$ cat config.mk
export PLATFORM = sky130hd
export DESIGN_NAME = tlac_decode
export DESIGN_NICKNAME = d
export VERILOG_FILES = /design/src/tlac_pkg.sv /design/src/tlac_decode.sv
export SDC_FILE = /design/constraint.sdc
export NUM_CORES = 1
export LEC_CHECK = 0
export ABC_CLOCK_PERIOD_IN_PS = 6500
export BUFFER_PORTS_ARGS = -buffer_cell sky130_fd_sc_hd__buf_2
export CORE_MARGIN = 4
export CORE_UTILIZATION = 30
export DETAILED_ROUTE_END_ITERATION = 16
export PLACE_DENSITY = 0.87
export SLEW_MARGIN = 0
export SYNTH_ARGS = -nofsm -noshare
export SYNTH_HDL_FRONTEND = slang
export SYNTH_SLANG_ARGS = --single-unit
$ cat constraint.sdc
create_clock -name vclk -period 6.5
set_input_delay 1.3 -clock vclk [all_inputs]
set_output_delay 1.3 -clock vclk [all_outputs]
set_load 0.02 [all_outputs]
$ cat src/tlac_pkg.sv
`default_nettype none

package tlac_pkg;

    localparam int LAYERS      = 3;
    localparam int ATLAS_TILES = 64;
    localparam int TILE_SIZE   = 32;

    localparam int TILE_AW     = $clog2(ATLAS_TILES);
    localparam int PIX_AW      = 2 * $clog2(TILE_SIZE);
    localparam int ADDR_W      = TILE_AW + PIX_AW;
    localparam int STORE_DEPTH = ATLAS_TILES * TILE_SIZE * TILE_SIZE;

    // B,G,R,A, one height byte per layer, bush byte
    localparam int WORD_BYTES  = LAYERS + 5;
    localparam int WORD_W      = 8 * WORD_BYTES;
    localparam int HEIGHT_BYTE = 4;
    localparam int BUSH_BYTE   = 4 + LAYERS;

    localparam logic [10:0] MAIN_BASE   = 11'd384;
    localparam logic [7:0]  ALPHA_OPAQUE = 8'd255;

    localparam logic REG_AUTOTILE   = 1'b0;
    localparam logic REG_AUTOHEIGHT = 1'b1;

    typedef enum logic {
        OP_DRAW    = 1'b0,
        OP_REFRESH = 1'b1
    } op_t;

    typedef logic [WORD_BYTES-1:0][7:0] word_t;

    typedef struct packed {
        op_t               op;
        logic [1:0]        layer;
        logic [ADDR_W-1:0] addr;
        logic              in_range;
        logic              ok;
        logic [2:0]        set_code;
        logic [7:0]        blue;
        logic [7:0]        green;
        logic [7:0]        red;
        logic [7:0]        alpha;
        logic [7:0]        height;
        logic [7:0]        bush;
    } item_t;

    typedef struct packed {
        logic       written;
        logic [2:0] source_set;
        logic [7:0] blue;
        logic [7:0] green;
        logic [7:0] red;
        logic [7:0] alpha;
        logic [7:0] height;
        logic [7:0] bush;
    } res_t;

endpackage

`default_nettype wire

$ cat src/tlac_decode.sv
`default_nettype none

module tlac_decode (
    input  wire logic          operation,
    input  wire logic [5:0]    atlas_cell,
    input  wire logic [1:0]    layer,
    input  wire logic [4:0]    pixel_row,
    input  wire logic [4:0]    pixel_col,
    input  wire logic [10:0]   tile_value,
    input  wire logic [7:0]    src_blue,
    input  wire logic [7:0]    src_green,
    input  wire logic [7:0]    src_red,
    input  wire logic [7:0]    src_alpha,
    input  wire logic [7:0]    src_height,
    input  wire logic [7:0]    bush_layer,
    input  wire logic [2:0]    autotile_sets,
    input  wire logic [2:0]    autoheight_sets,
    output tlac_pkg::item_t    item
);

    import tlac_pkg::*;

    logic       is_main;
    logic [4:0] tv_hi;
    logic [8:0] tv_mul;
    logic [2:0] set_code;
    logic [2:0] set_idx;
    logic       set_ok;

    // tile_value / 48 == (tile_value >> 4) / 3, exact for values below 384
    assign is_main  = (tile_value >= MAIN_BASE);
    assign tv_hi    = tile_value[8:4];
    assign tv_mul   = 9'(tv_hi) * 9'd11;
    assign set_code = is_main ? 3'd0 : tv_mul[7:5];
    assign set_idx  = set_code - 3'd1;

    always_comb
    begin
        set_ok = 1'b1;
        if (!is_main)
        begin
            if (set_code == 3'd0)
            begin
                set_ok = 1'b0;
            end
            else
            begin
                if (set_idx >= autotile_sets)
                begin
                    set_ok = 1'b0;
                end
                if (op_t'(operation) == OP_DRAW && set_idx >= autoheight_sets)
                begin
                    set_ok = 1'b0;
                end
            end
        end
    end

    always_comb
    begin
        item.op       = op_t'(operation);
        item.layer    = layer;
        item.addr     = ADDR_W'({atlas_cell, pixel_row, pixel_col});
        item.in_range = (int'(atlas_cell) < ATLAS_TILES);
        item.ok       = item.in_range && set_ok && (int'(layer) < LAYERS);
        item.set_code = set_code;
        item.blue     = src_blue;
        item.green    = src_green;
        item.red      = src_red;
        item.alpha    = src_alpha;
        item.height   = src_height;
        item.bush     = bush_layer;
    end

endmodule

`default_nettype wire

## After elaboration in Yosys (flattened, before gate mapping)

Cells that the tools add are included.

- Bits in read-only memories: 0
- Bits in writable memories: 0
- Flip-flop bits (word level): 0
- Bits in latches: 0
- Output and inout bits: 72
- Word-level logic and storage cells: 15
- Memories: 0
- Bits of input ports: 84

- Muxes and demuxes: 5
- Equal/unequal tests: 0
- Reduce and logical (&&, ||, !) cells: 3
- Bitwise logic cells: 1
- Div/mod/pow operators: 0
- $lt $le $gt $ge: 4
- Shifts and indexed selects: 0
- Multipliers: 1
- $add $sub $neg: 1

Operator list:

| operator | count |
|---|---|
| greater-or-equal comparator 11 x 9 -> 1 bit (second input constant) | 1 |
| multiplier 5 x 4 -> 8 bit (second input constant) | 1 |
| greater-or-equal comparator 3 bit | 2 |
| two-way mux 1 bit | 4 |
| zero test 3 bit | 1 |
| two-way mux 3 bit | 1 |
| subtractor 3 x 1 -> 3 bit (second input constant) | 1 |
| logical AND 1 bit | 2 |
| less-than comparator 2 bit (second input constant) | 1 |
| NOT 1 bit | 1 |

## Logic depth before layout (Yosys ltp)

- Depth in word-level cells: 9
- Depth in mapped cells: 15
- Mapped depth without buffers: 15

## Least setup slack after synthesis

OpenSTA, ideal clock, no wires.

- Path kind: input -> output
- Start: in tile_value[5]
- End: out item[51] (netlist name)
- Arrival: 4.504 ns
- Cell stages on the path: 15
- Path slack: 0.696 ns
- Data required time: 5.200 ns
- Path buffers: 0
- Cell sequence: ha_1 fa_1 ha_1 nand3_1 o21ai_0 xor2_1 and2_1 inv_1 ha_1 xor2_1 ha_1 a211oi_1 nor3_1 o31ai_1 and3_1

RTL lines:

| what | line | source |
|---|---|---|
| start: declaration | tlac_decode.sv:9 | `input wire logic [10:0] tile_value,` |
| end: declaration | tlac_decode.sv:18 | `output tlac_pkg::item_t item` |

==> results.ini <==
[status]
status = finished, final reports clean

[global_routing]
antenna_found_initial = 0
grt_first_pass_wirelength_um = 2277
grt_pass1_vias = 534
grt_overflow = 0
grt_use_total_pct = 6.410
grt_max_degree = 7

[min_path]
hp-class = in2out
whs_path_depth = 0

[synth]
syn_nets = 230
syn_avg_cell_area_um2 = 7.875
synthCells = 126
ys_seq_area_share_pct = 0
yosysUniqueCellTypes = 24
synth_area_um2 = 992.2
yosys_warnings = 0

[final_layout]
final_common_cell = buf_2
seq_cell_count = 0
nets = 187
most-common-layout-cells = buf_2 (23), ha_1 (19), inv_1 (6)
seqCellArea_um2 = 0
areaGrowthSynthToFinish_pct = -34.30
nFillCells = 361
drive_gt1_share_pct = 32.10
nClkBuffers = 0
num_antenna_cells = 0

[power_and_ir_drop]
p_per_area_mw_per_mm2 = 100.6
ir_drop_mv = 0.01353
p_leak_nw = 0.3446
design_power_total_mw = 0.06555

[placed_design]
post-dp-hpwl_um = 1275
gp_congestion = 0.7748
portBuffers = 23

[critical_path]
cp_num_cells = 17
crit_top_cell = ha_1
path_buf_inv = 2
crit_chain = buf_2, ha_1, fa_1, ha_1, nand3_1, o21ai_0, a21oi_1, xnor2_1, nand2_1, ha_1, xor2_1, ha_1, a211oi_1, nor3_1, o31ai_1, and3_1, buf_2
start_kind = input pin
critPathKind = in2out
cpMaxStageDelayCell = fa_1
path_delay_family = adder cells
end_kind = output port
cp_max_fo = 4
cp.arrival_ps = 4830
critPathMaxStageDelay_ps = 470
cp_data_required_time_ps = 5200

[sta]
period_needed_ps = 6131
slew_violations = 0
tightestPinTransition_ps = 645.9
clock.fmax_mhz = 163.1
holdWs_ps = 2600
rsz0062_at_grt = false
slew_headroom_pct = 56.68
setup_violations = 0
finalCritPeriodShare_pct = 94.32
final_hold_viol_count = 0
tns_ps = 0

[drt]
via_per_inst = 4.272
totalWireLength_um = 1441
drc_errors = 0
ant_nets = 0
dr.pass1.iters = 3
dr_total_vias = 534
routedWlPerCell_um = 11.53
initialDrtViolationCount = 10

[floorplanning]
core_mm2 = 0.003103
rows = 20
die-area_mm2 = 0.004292
start_util_pct = 31.98
die_w_um = 65.51
ios = 156
chipHeight_um = 65.51

[clock_network]
cts_resized = 0
postCtsHoldBufs = 0
post_cts.repair.setup_buffers = 0

[run]
drv_cap = 0

-- where the power goes --
| part | internal, mW | switching, mW |
|---|---|---|
| Sequential | 0 | 0 |
| Clock | 0 | 0 |
| Combinational | 0.0293 | 0.0362 |
| Total | 0.0293 | 0.0362 |
-- Yosys cell counts (2+ instances only) --
library cell / count / area share (%)
buf_4: 68 / 51
xnor2_1: 2 / 1.8
ha_1: 19 / 24
nor2_1: 2 / 0.76
a21oi_1: 2 / 1.0
inv_1: 6 / 2.3
and2_1: 2 / 1.3
xor2_1: 2 / 1.8
nand2_1: 4 / 1.5
a211oi_1: 2 / 1.5
o21ai_0: 3 / 1.5
nand4_1: 2 / 1.3
-- metal layers --
layer | global-route usage (%) | vias to the layer above | wire (µm)
li1 | - | 257 | -
met1 | 6.057 | 219 | 471
met2 | 9.987 | 40 | 629
met3 | 3.761 | 18 | 242
met4 | 5.181 | 0 | 97
met5 | 0 | - | 0
-- final timing paths --
path                     startpoint        to  slack (ps)
worst max-delay path  tile_value[5]  item[51]         370
worst min-delay path   src_alpha[6]  item[22]        2600
-- logic make-up after synthesis --
kind of cell | after synthesis | synth area share [%]
buffers and inverters | 74 | 53.72
AND/OR/NAND/NOR | 15 | 8.196
adder cells (fa/ha/maj) | 20 | 25.98
XOR/XNOR | 4 | 3.532
AO/OA/AOI/OAI | 12 | 8.197
other | 1 | 0.3779
-- stage by stage --
step	area, µm²	setup WS, ps	cells	utilization (%)
6_report	651.9	369.4	125	21.01
5_1_grt	651.9	110.1	125	21.01
4_1_cts	651.9	353.4	125	21.01
3_5_place_dp	651.9	369.8	125	21.01
3_3_place_gp	651.9	363.6	125	21.01
2_1_floorplan	992.2	695.9	126	-
-- final cells by class --
cell class | instances | area [µm²] | area share (%)
Multi-Input combinational cell | 52 | 459.2 | 70.44
Timing Repair Buffer | 23 | 115.1 | 17.66
Tap cell | 44 | 55.05 | 8.445
Inverter | 6 | 22.52 | 3.455
No activity file was read; power rests on OpenSTA's default activity.
